### config.mk
export PLATFORM = sky130hd
export DESIGN_NAME = wmse_front
export DESIGN_NICKNAME = d
export VERILOG_FILES = /design/src/rtl/core/wmse_pkg.sv /design/src/rtl/core/wmse_front.sv
export SDC_FILE = /design/constraint.sdc
export NUM_CORES = 1
export LEC_CHECK = 0
export ABC_AREA = 0
export BUFFER_PORTS_ARGS = -buffer_cell sky130_fd_sc_hd__clkbuf_2
export CAP_MARGIN = 15
export CORE_MARGIN = 2
export CORE_UTILIZATION = 50
export CTS_BUF_LIST = sky130_fd_sc_hd__clkbuf_2 sky130_fd_sc_hd__clkbuf_4 sky130_fd_sc_hd__clkbuf_8
export DETAILED_ROUTE_END_ITERATION = 8
export HOLD_SLACK_MARGIN = 0.03
export PLACE_DENSITY = 0.75
export SLEW_MARGIN = 20
export SYNTH_ARGS = -nofsm -noshare
export SYNTH_HDL_FRONTEND = slang
export SYNTH_SLANG_ARGS = --single-unit
### constraint.sdc
create_clock -name aclk -period 1.9 [get_ports aclk]
set_input_delay 0.285 -clock aclk [delete_from_list [all_inputs] [get_ports aclk]]
set_output_delay 0.285 -clock aclk [all_outputs]
set_load 0.01 [all_outputs]
### src/rtl/core/wmse_pkg.sv
package wmse_pkg;

    localparam int SAMPLE_W = 24;
    localparam int WEIGHT_W = 16;
    // Magnitude bits of a weight that counts (always positive).
    localparam int MAG_W = WEIGHT_W - 1;
    localparam int MEAN_W = 24;
    localparam int OUT_W = 23;
    localparam logic [OUT_W-1:0] OUT_MAX = {OUT_W{1'b1}};
    localparam int SQ_W = 64;
    localparam int ROOT_W = SQ_W / 2;
    localparam int QUEUE_DEPTH = 4;
    localparam int DEF_MAX_SLICE_LEN = 1024;

    typedef struct packed {
        logic signed [SAMPLE_W-1:0] sample;
        logic [MAG_W-1:0]           weight;
        logic                       last;
    } q_item_t;

    typedef enum logic [3:0] {
        ST_LOAD,
        ST_MDIV,
        ST_PASS,
        ST_SDIV,
        ST_SSQRT,
        ST_ESQ,
        ST_EMUL,
        ST_EDIV,
        ST_ESQRT,
        ST_FIN
    } back_state_t;

endpackage

### src/rtl/core/wmse_front.sv
module wmse_front (
    input  logic                                  aclk,
    input  logic                                  aresetn,
    input  logic                                  s_tvalid,
    output logic                                  s_tready,
    input  logic signed [wmse_pkg::SAMPLE_W-1:0]  sample,
    input  logic signed [wmse_pkg::WEIGHT_W-1:0]  weight,
    input  logic                                  sample_ok,
    input  logic                                  weight_ok,
    input  logic                                  last_item,
    output logic                                  q_valid,
    output wmse_pkg::q_item_t                     q_item,
    input  logic                                  q_pop
);

    localparam int PTR_W = $clog2(wmse_pkg::QUEUE_DEPTH);
    localparam int CNT_W = $clog2(wmse_pkg::QUEUE_DEPTH + 1);

    wmse_pkg::q_item_t queue_reg [wmse_pkg::QUEUE_DEPTH];
    logic [PTR_W-1:0] wr_ptr_reg;
    logic [PTR_W-1:0] rd_ptr_reg;
    logic [CNT_W-1:0] count_reg;
    logic             item_ok;
    logic             push;
    wmse_pkg::q_item_t new_item;

    // An item counts only with finite sample and weight and a positive weight.
    assign item_ok = sample_ok && weight_ok && !weight[wmse_pkg::WEIGHT_W-1]
                     && (weight != '0);

    always_comb begin
        new_item.sample = sample;
        new_item.weight = item_ok ? weight[wmse_pkg::MAG_W-1:0] : '0;
        new_item.last   = last_item;
    end

    assign s_tready = (count_reg != CNT_W'(wmse_pkg::QUEUE_DEPTH));
    assign push     = s_tvalid && s_tready;
    assign q_valid  = (count_reg != '0);
    assign q_item   = queue_reg[rd_ptr_reg];

    always_ff @(posedge aclk) begin
        if (push) begin
            queue_reg[wr_ptr_reg] <= new_item;
        end
    end

    always_ff @(posedge aclk) begin
        if (!aresetn) begin
            wr_ptr_reg <= '0;
            rd_ptr_reg <= '0;
            count_reg  <= '0;
        end else begin
            if (push) begin
                wr_ptr_reg <= wr_ptr_reg + 1'b1;
            end
            if (q_pop) begin
                rd_ptr_reg <= rd_ptr_reg + 1'b1;
            end
            if (push && !q_pop) begin
                count_reg <= count_reg + 1'b1;
            end else if (!push && q_pop) begin
                count_reg <= count_reg - 1'b1;
            end
        end
    end

endmodule

==> impl_metrics.py, run 1 <==
metrics = {
    "setup_path": {
        "r2r_start": "count_reg[0]",
        "crit_type": "register to output pin",
        "crit_path_capture_type": "output pin",
        "cpLargestDelayFamily": "multiplexers",
        "cp_max_fo": 18,
        "worstPathArrival_ns": 1.74,
        "stage_delay_of_the_slowest_cell_on_the_critical_path_ns": 0.53,
        "worst-endpoint-required_ns": 1.62,
        "worstPathCellList": "buf_12 -> mux4_2 -> buf_2",
        "setup.worst_path.start_class": "register",
        "cp_slowest_cell": "mux4_2",
        "critical_path_buf_inv_count": 2,
    },
    "clock_tree": {
        "numCtsBuffers": 17,
        "ctsRootBufferMaster": "clkbuf_8",
        "cts-root-to-sink-buffers": 2,
        "worst_setup_hold_path_clk_slew_ns": 0.08,
        "cts_tree": "done",
        "clock_latency_ns": 0.44,
        "cts.sinks": 169,
        "ctsHtreeMaxLevel": 4,
    },
    "final_layout": {
        "largest_register_ffs": 160,
        "share_of_layout_cells_above_drive_strength_1": 0.454,
        "insertedDiodeCount": 0,
        "final-instance-count-excl-fill": 584,
        "area.growth.synth_to_final_pct": 20.3,
        "finish.net_count": 452,
    },
    "floorplanning": {
        "fp.dieH_um": 117,
        "die_area_um2": 13700,
        "core_area_um2": 12600,
        "initial_util": 0.510,
        "fp.dieW_um": 117,
        "floorplan.rows": 41,
        "top_ports": 89,
    },
    "sta": {
        "timing.final.max_slew_violations": 0,
        "final.period_utilization": 1.07,
        "timing.max_slew.rel_slack": 0.586,
        "worst-slew-pin-transition_ns": 0.619,
        "finalWorstPathRequiredPeriod_ns": 2.03,
        "timing.clock.skew_ns": 0.00592,
        "setup-violations-final": 41,
        "rsz0062_at_grt": "yes",
        "timing_hold_violations_final": 0,
        "fin_worst_hold_slack_ns": 0.0631,
        "final_critical_path_setup_slack_ns": -0.128,
        "setup_total_negative_slack_ns": -3.52,
        "highest_clock_rate_mhz": 493,
    },
    "route": {
        "count_of_vias_placed_by_the_detailed_router": 3084,
        "finalWirelength_mm": 11.1,
        "route.detailed.drc": 0,
        "drt_first_pass_iters": 4,
        "average_wire_per_standard_cell_um": 19.1,
        "vias_per_cell": 5.28,
        "ant_nets": 0,
        "drtIter0Drc": 211,
    },
    "placed_design": {
        "preCtsSetupSlack_ns": 0.00988,
        "gp_routability_congestion": 0.659,
        "detailed_place_hpwl_mm": 6.67,
        "place.detailed.instances": 536,
        "io_buffer_count": 88,
    },
    "grt": {
        "globalRouteOverflowTotal": 0,
        "grt_antenna_before_repair": 0,
        "grt_start_max_net_pins": 27,
        "track_usage": 0.174,
        "global_route_wire_length_before_repair_mm": 16.7,
        "number_of_global_route_vias_before_repair": 3215,
    },
    "synthesis": {
        "synthDominantCellAreaShare": 0.750,
        "synth_commonest_cells": "160 x edfxtp_1, 40 x mux4_2, 15 x nor3b_1",
        "synthCells": 275,
        "yosys.cell_count.top_type": "edfxtp_1",
        "synth.avg_cell_area_um2": 23.3,
        "synth-edff-count": 160,
        "asyncSetResetFlopFracSynth": 0,
        "post_synth_num_cell_types": 22,
        "yosys_register_bits": 169,
        "synth.yosys.seq_area_share": 0.778,
        "syn_nets": 328,
        "cell_type_contributing_the_most_total_cell_area_after_synthesis": "edfxtp_1",
        "ys_top_cells_by_area": "edfxtp_1 75%, mux4_2 14%, dfxtp_1 2.8%",
        "syn-cell-area_um2": 6410,
        "synth_flop_cell": "edfxtp_1",
        "synth-warning-count": 0,
    },
    "power": {
        "power_density_of_the_placed_cells_nw_per_um2": 1110,
        "p_leak_nw": 2.66,
        "power.ir.vdd_worst_v": 0.000640,
        "p_total_mw": 8.53,
    },
    "min_path": {
        "hold_path.class": "input port to register",
        "min_from": "sample[1]",
    },
    "status": {
        "run_status": "complete, but fails checks",
        "failed_checks": "negative setup slack",
    },
    "flow_run": {
        "max_cap_violation_count": 0,
    },
}
[cell type report]
| type | count | area [um2] |
|---|---|---|
| tap | 172 | 215 |
| inverter | 4 | 15.0 |
| multi-input combinational | 90 | 1300 |
| clock inverter | 15 | 181 |
| clock buffer | 17 | 234 |
| sequential | 169 | 5000 |
| fill | 933 | 4860 |
| timing repair buffer | 117 | 769 |
[layer usage]
| metal | share of wire | GRT usage | vias up |
|---|---|---|---|
| li1 | - | - | 1387 |
| met1 | 0.42 | 0.220 | 1593 |
| met2 | 0.52 | 0.288 | 90 |
| met3 | 0.050 | 0.0515 | 14 |
| met4 | 0.014 | 0.0612 | 0 |
| met5 | 0 | 0 | - |
[cells by family (layout without fill, tap and decap cells)]
| group | after synthesis | after routing | share of synthesized area |
|---|---|---|---|
| flops | 169 | 169 | 0.778 |
| mux | 43 | 43 | 0.145 |
| simple gates | 34 | 34 | 0.0330 |
| buf+inv | 16 | 153 | 0.0215 |
| fa+ha+maj | 6 | 6 | 0.0129 |
| xor+xnor | 4 | 4 | 0.00547 |
| compound gates | 3 | 3 | 0.00371 |
[path summary, 6_finish.rpt]
check	slack, ns	to	depth (start not counted)
hold / removal	0.06	queue_reg[0][17]	1
setup / recovery	-0.13	q_item[39]	3
setup reg to reg	-0.02	count_reg[2]	8
hold reg to reg	0.51	wr_ptr_reg[0]	2
[power breakdown]
part	internal (mW)	switching, mW
logic	0.656	0.700
clock network	1.41	1.20
registers	4.47	0.104
[cells in the final DEF, fill, tap and decap left out, types with 2 or more instances in the layout]
cell type,Yosys,final
edfxtp_1,160,160
clkbuf_2,0,85
mux4_2,40,40
clkbuf_8,0,17
nor3b_1,15,15
buf_4,0,12
dlygate4sd3_1,0,9
nand2_1,7,7
buf_12,4,6
clkinv_1,0,5
dfxtp_1,9,5
inv_1,4,4
and2_2,0,4
and2_1,8,4
ha_1,5,4
bufinv_16,0,4
mux2i_1,3,3
dfxtp_4,0,3
buf_6,1,3
or3_1,2,2
xnor2_1,2,2
xor2_1,2,2
clkinv_2,0,2
clkinvlp_4,0,2
buf_2,4,2
[through the flow]
stage / instance area, um2 / util
global route: 7710 / 0.613
floorplan: 6420 / -
global placement: 7130 / 0.567
detailed placement: 7130 / 0.567
finish: 7710 / 0.613
CTS: 7660 / 0.610
[repair_timing]
item                                    CTS  global route
setup buffers                             2             5
resized for setup                         3             5
hold endpoints to repair                 32             0
endpoints found under the setup margin   41            41
pin swaps                                 0             3
hold buffers                              9             0
No activity file was read; power rests on OpenSTA's default activity.
==> inputs of run 2 (changes only) <==
--- a/config.mk
+++ b/config.mk
@@ -13,7 +13,7 @@
 export CTS_BUF_LIST = sky130_fd_sc_hd__clkbuf_2 sky130_fd_sc_hd__clkbuf_4 sky130_fd_sc_hd__clkbuf_8
 export DETAILED_ROUTE_END_ITERATION = 8
 export HOLD_SLACK_MARGIN = 0.03
-export PLACE_DENSITY = 0.75
+export PLACE_DENSITY = 0.72
 export SLEW_MARGIN = 20
 export SYNTH_ARGS = -nofsm -noshare
 export SYNTH_HDL_FRONTEND = slang
==> constraint.sdc (replaced) <==
create_clock -name aclk -period 2.4 [get_ports aclk]
set_input_delay 0.36 -clock aclk [delete_from_list [all_inputs] [get_ports aclk]]
set_output_delay 0.36 -clock aclk [all_outputs]
set_load 0.01 [all_outputs]
==> impl_metrics.py, run 2 (same netlist as run 1, synthesis figures left out) <==
metrics = {
    "status": {
        "run_status": "finished, final reports clean",
    },
    "route": {
        "route.detailed.drc": 0,
        "drt_first_pass_iters": 4,
        "finalWirelength_mm": 11.1,
        "vias_per_cell": 5.25,
        "drtIter0Drc": 286,
        "average_wire_per_standard_cell_um": 19.5,
        "ant_nets": 0,
        "count_of_vias_placed_by_the_detailed_router": 2985,
    },
    "power": {
        "pwr-share-clk": 0.350,
        "power_switching_share": 0.221,
        "combPwrFrac": 0.141,
        "p_seq_frac": 0.509,
        "power_density_of_the_placed_cells_nw_per_um2": 931,
        "p_leak_nw": 2.65,
        "p_total_mw": 7.12,
        "power.ir.vdd_worst_v": 0.000479,
        "power.switching_mw": 1.57,
        "internal_power_consumption_mw": 5.55,
    },
    "sta": {
        "final_critical_path_setup_slack_ns": 0.217,
        "final.period_utilization": 0.910,
        "timing_hold_violations_final": 0,
        "rsz0062_at_grt": "no",
        "timing.max_slew.rel_slack": 0.571,
        "timing.clock.skew_ns": 0.00980,
        "highest_clock_rate_mhz": 458,
        "setup-violations-final": 0,
        "worst-slew-pin-transition_ns": 0.642,
        "timing.final.max_slew_violations": 0,
        "finalWorstPathRequiredPeriod_ns": 2.18,
        "setup_total_negative_slack_ns": 0,
    },
    "final_layout": {
        "finish.net_count": 438,
        "largest_register_ffs": 160,
        "area.growth.synth_to_final_pct": 19.4,
        "n_fill_cell": 892,
        "final-instance-count-excl-fill": 569,
        "share_of_layout_cells_above_drive_strength_1": 0.453,
        "layout.cells.most_common": "edfxtp_1",
        "insertedDiodeCount": 0,
        "layout_common_cells": "160 x edfxtp_1, 88 x clkbuf_2, 40 x mux4_2",
        "finish.instance_area_um2": 7650,
    },
    "floorplanning": {
        "initial_util": 0.510,
        "fp.dieH_um": 117,
        "top_ports": 89,
        "die_area_um2": 13700,
        "core_area_um2": 12600,
        "floorplan.rows": 41,
        "fp.dieW_um": 117,
    },
    "clock_tree": {
        "cts-root-to-sink-buffers": 2,
        "clock_latency_ns": 0.44,
        "cts_tree": "done",
        "postCtsSetupBuffers": 3,
        "ctsRootBufferMaster": "clkbuf_8",
        "postCtsHoldBufs": 0,
        "ctsHtreeMaxLevel": 4,
        "cts_repair_resize_count": 0,
        "cts.sinks": 169,
        "numCtsBuffers": 17,
        "worst_setup_hold_path_clk_slew_ns": 0.08,
    },
    "placed_design": {
        "preCtsSetupSlack_ns": 0.406,
        "gp_routability_congestion": 0.676,
        "detailed_place_hpwl_mm": 6.89,
        "placed_area_um2": 7110,
        "place.detailed.instances": 535,
        "io_buffer_count": 88,
    },
    "setup_path": {
        "crit_type": "register to output pin",
        "worstPathArrival_ns": 1.82,
        "cp_max_fo": 15,
        "worst-endpoint-required_ns": 2.04,
        "r2r.worst_path.cells": 8,
        "setup.worst_path.start_class": "register",
        "crit_path_capture_type": "output pin",
        "r2r_setup_slack_ns": 0.39,
    },
    "grt": {
        "number_of_global_route_vias_before_repair": 3111,
        "track_usage": 0.172,
        "global_route_wire_length_before_repair_mm": 16.7,
        "grt_antenna_before_repair": 0,
        "globalRouteOverflowTotal": 0,
        "grt_start_max_net_pins": 41,
    },
    "flow_run": {
        "max_cap_violation_count": 0,
    },
    "min_path": {
        "hold_path.class": "input port to register",
        "worst_hold_path.num_cells": 1,
    },
}
## run 2: path summary, 6_finish.rpt
path / start / end
worst max-delay path: register / q_item[7]
worst min-delay path: sample[16] / queue_reg[0][32]
worst max register to register: count_reg[0] / count_reg[2]
worst min register to register: wr_ptr_reg[1] / wr_ptr_reg[1]
## run 2: worst max-delay path: stages, from the launching register on
cell and delay (ns):
dfxtp_2 0.64, buf_4 0.27, mux4_2 0.33, clkbuf_2 0.14
## run 2: stage by stage
step           hold slack [ns]  utilization
2_1_floorplan            0.459            -
3_3_place_gp             0.482        0.566
3_5_place_dp             0.493        0.566
4_1_cts                 0.0918        0.608
5_1_grt                  0.108        0.608
6_report                 0.133        0.608
## run 2: metal layers
metal / GRT usage / vias to the layer above / wire length (um)
li1: - / 1356 / -
met1: 0.222 / 1521 / 4750
met2: 0.273 / 92 / 5420
met3: 0.0577 / 16 / 737
met4: 0.0706 / 0 / 180
met5: 0 / - / 0
## run 2: power by group through the flow
stage | registers [mW] | logic [mW] | clock network (mW)
after global routing | 3.65 | 1.10 | 2.65
after CTS | 3.63 | 1.03 | 2.55
after floorplan | 3.66 | 0.631 | 0
after global placement | 3.68 | 0.989 | 0
final | 3.62 | 1.00 | 2.49
after detailed placement | 3.71 | 1.00 | 0
## run 2: cell type report
| type | count | area (um2) | share of cell area |
|---|---|---|---|
| Clock buffer | 17 | 234 | 0.0306 |
| Clock inverter | 14 | 277 | 0.0362 |
| Inverter | 4 | 15.0 | 0.00196 |
| Multi-Input combinational cell | 90 | 1290 | 0.169 |
| Sequential cell | 169 | 4990 | 0.652 |
| Tap cell | 172 | 215 | 0.0281 |
| Timing Repair Buffer | 103 | 628 | 0.0821 |
==> inputs of run 3 (changes only) <==
==> constraint.sdc (replaced) <==
create_clock -name aclk -period 2.7 [get_ports aclk]
set_input_delay 0.405 -clock aclk [delete_from_list [all_inputs] [get_ports aclk]]
set_output_delay 0.405 -clock aclk [all_outputs]
set_load 0.01 [all_outputs]
==> impl_metrics.py, run 3 (same netlist as run 1, synthesis figures left out) <==
metrics = {
    "floorplanning": {
        "top_ports": 89,
        "core_area_um2": 12600,
        "floorplan.rows": 41,
        "fp.dieH_um": 117,
        "initial_util": 0.510,
        "fp.dieW_um": 117,
        "die_area_um2": 13700,
    },
    "clock_tree": {
        "postCtsHoldBufs": 0,
        "cts-root-to-sink-buffers": 2,
        "numCtsBuffers": 17,
        "ctsRootBufferMaster": "clkbuf_8",
        "postCtsSetupBuffers": 0,
        "cts.sinks": 169,
        "clock_latency_ns": 0.44,
        "worst_setup_hold_path_clk_slew_ns": 0.08,
        "ctsHtreeMaxLevel": 4,
        "cts_tree": "done",
        "cts_repair_resize_count": 0,
    },
    "sta": {
        "timing.max_slew.rel_slack": 0.553,
        "final_critical_path_setup_slack_ns": 0.360,
        "rsz0062_at_grt": "no",
        "highest_clock_rate_mhz": 427,
        "fin_worst_hold_slack_ns": 0.169,
        "final.period_utilization": 0.867,
        "timing.clock.skew_ns": 0.00578,
        "timing_hold_violations_final": 0,
        "timing.final.max_slew_violations": 0,
        "setup-violations-final": 0,
        "finalWorstPathRequiredPeriod_ns": 2.34,
        "setup_total_negative_slack_ns": 0,
        "worst-slew-pin-transition_ns": 0.669,
    },
    "final_layout": {
        "area.growth.synth_to_final_pct": 17.1,
        "layout.core_utilization": 0.597,
        "n_fill_cell": 913,
        "largest_register_ffs": 160,
        "insertedDiodeCount": 0,
        "layout.cells.most_common": "edfxtp_1",
        "final-instance-count-excl-fill": 563,
        "finish.net_count": 431,
        "share_of_layout_cells_above_drive_strength_1": 0.440,
        "layout_common_cells": "160 x edfxtp_1, 88 x clkbuf_2, 40 x mux4_2",
        "finish.instance_area_um2": 7500,
    },
    "setup_path": {
        "worstPathArrival_ns": 1.94,
        "worstReg2RegEnd": "count_reg[2]",
        "r2r_start": "count_reg[0]",
        "crit_type": "register to output pin",
        "r2r_setup_slack_ns": 0.49,
        "worst-endpoint-required_ns": 2.30,
        "cp_max_fo": 17,
        "setup.worst_path.start_class": "register",
        "worstSetupEndpoint": "q_item[7]",
        "r2r.worst_path.cells": 8,
        "crit_path_capture_type": "output pin",
    },
    "power": {
        "pwr-share-clk": 0.323,
        "p_total_mw": 6.02,
        "power.ir.vdd_worst_v": 0.000345,
        "power_density_of_the_placed_cells_nw_per_um2": 803,
        "power.switching_mw": 1.39,
        "internal_power_consumption_mw": 4.64,
        "p_seq_frac": 0.534,
        "power_switching_share": 0.231,
        "p_leak_nw": 2.57,
        "combPwrFrac": 0.143,
    },
    "route": {
        "ant_nets": 0,
        "vias_per_cell": 5.34,
        "route.detailed.drc": 0,
        "drtIter0Drc": 190,
        "finalWirelength_mm": 11.0,
        "count_of_vias_placed_by_the_detailed_router": 3005,
        "drt_first_pass_iters": 4,
        "average_wire_per_standard_cell_um": 19.5,
    },
    "min_path": {
        "hold_path.class": "input port to register",
    },
    "placed_design": {
        "gp_routability_congestion": 0.666,
        "place.detailed.instances": 531,
        "io_buffer_count": 88,
        "preCtsSetupSlack_ns": 0.482,
        "placed_area_um2": 7060,
        "detailed_place_hpwl_mm": 6.69,
    },
    "grt": {
        "global_route_wire_length_before_repair_mm": 16.7,
        "globalRouteOverflowTotal": 0,
        "number_of_global_route_vias_before_repair": 3131,
        "grt_start_max_net_pins": 41,
        "track_usage": 0.172,
        "grt_antenna_before_repair": 0,
    },
    "status": {
        "run_status": "finished, final reports clean",
    },
    "flow_run": {
        "max_cap_violation_count": 0,
    },
}
-- run 3: how the worst min path moves through the flow --
stage | from | to | slack [ns] | cells after the start
final | last_item | queue_reg[0][0] | 0.17 | 1
after global routing | sample[21] | queue_reg[2][37] | 0.15 | 1
after CTS | last_item | queue_reg[0][0] | 0.14 | 1
after detailed placement | wr_ptr_reg[1] | wr_ptr_reg[1] | 0.51 | 2
after global placement | wr_ptr_reg[1] | wr_ptr_reg[1] | 0.48 | 2
after floorplan | wr_ptr_reg[1] | wr_ptr_reg[1] | 0.47 | 2
-- run 3: per-layer routing --
metal / routed length [um] / GRT usage / vias to the layer above
met5: 0 / 0 / -
met4: 164 / 0.0635 / 0
met3: 777 / 0.0659 / 14
met2: 5560 / 0.273 / 100
met1: 4460 / 0.218 / 1554
li1: - / - / 1337
-- run 3: critical path, cell delays in order, from the launching register on --
cell,delay (ns)
dfxtp_2,0.65
buf_4,0.33
mux4_2,0.36
clkbuf_2,0.15
-- run 3: power groups by stage --
stage | clock network [mW] | logic [mW] | registers [mW]
6_report | 1.94 | 0.862 | 3.22
5_1_grt | 2.10 | 0.949 | 3.24
4_1_cts | 1.99 | 0.884 | 3.22
3_5_place_dp | 0 | 0.881 | 3.28
3_3_place_gp | 0 | 0.865 | 3.26
2_1_floorplan | 0 | 0.560 | 3.25
-- run 3: final cells by class --
| class | count | area (um2) | share of cell area |
|---|---|---|---|
| Clock buffer | 18 | 241 | 0.0322 |
| Clock inverter | 14 | 204 | 0.0272 |
| Sequential cell | 169 | 4990 | 0.665 |
| Inverter | 4 | 15.0 | 0.00200 |
| Tap cell | 172 | 215 | 0.0287 |
| Timing Repair Buffer | 96 | 551 | 0.0734 |
| Multi-Input combinational cell | 90 | 1290 | 0.172 |
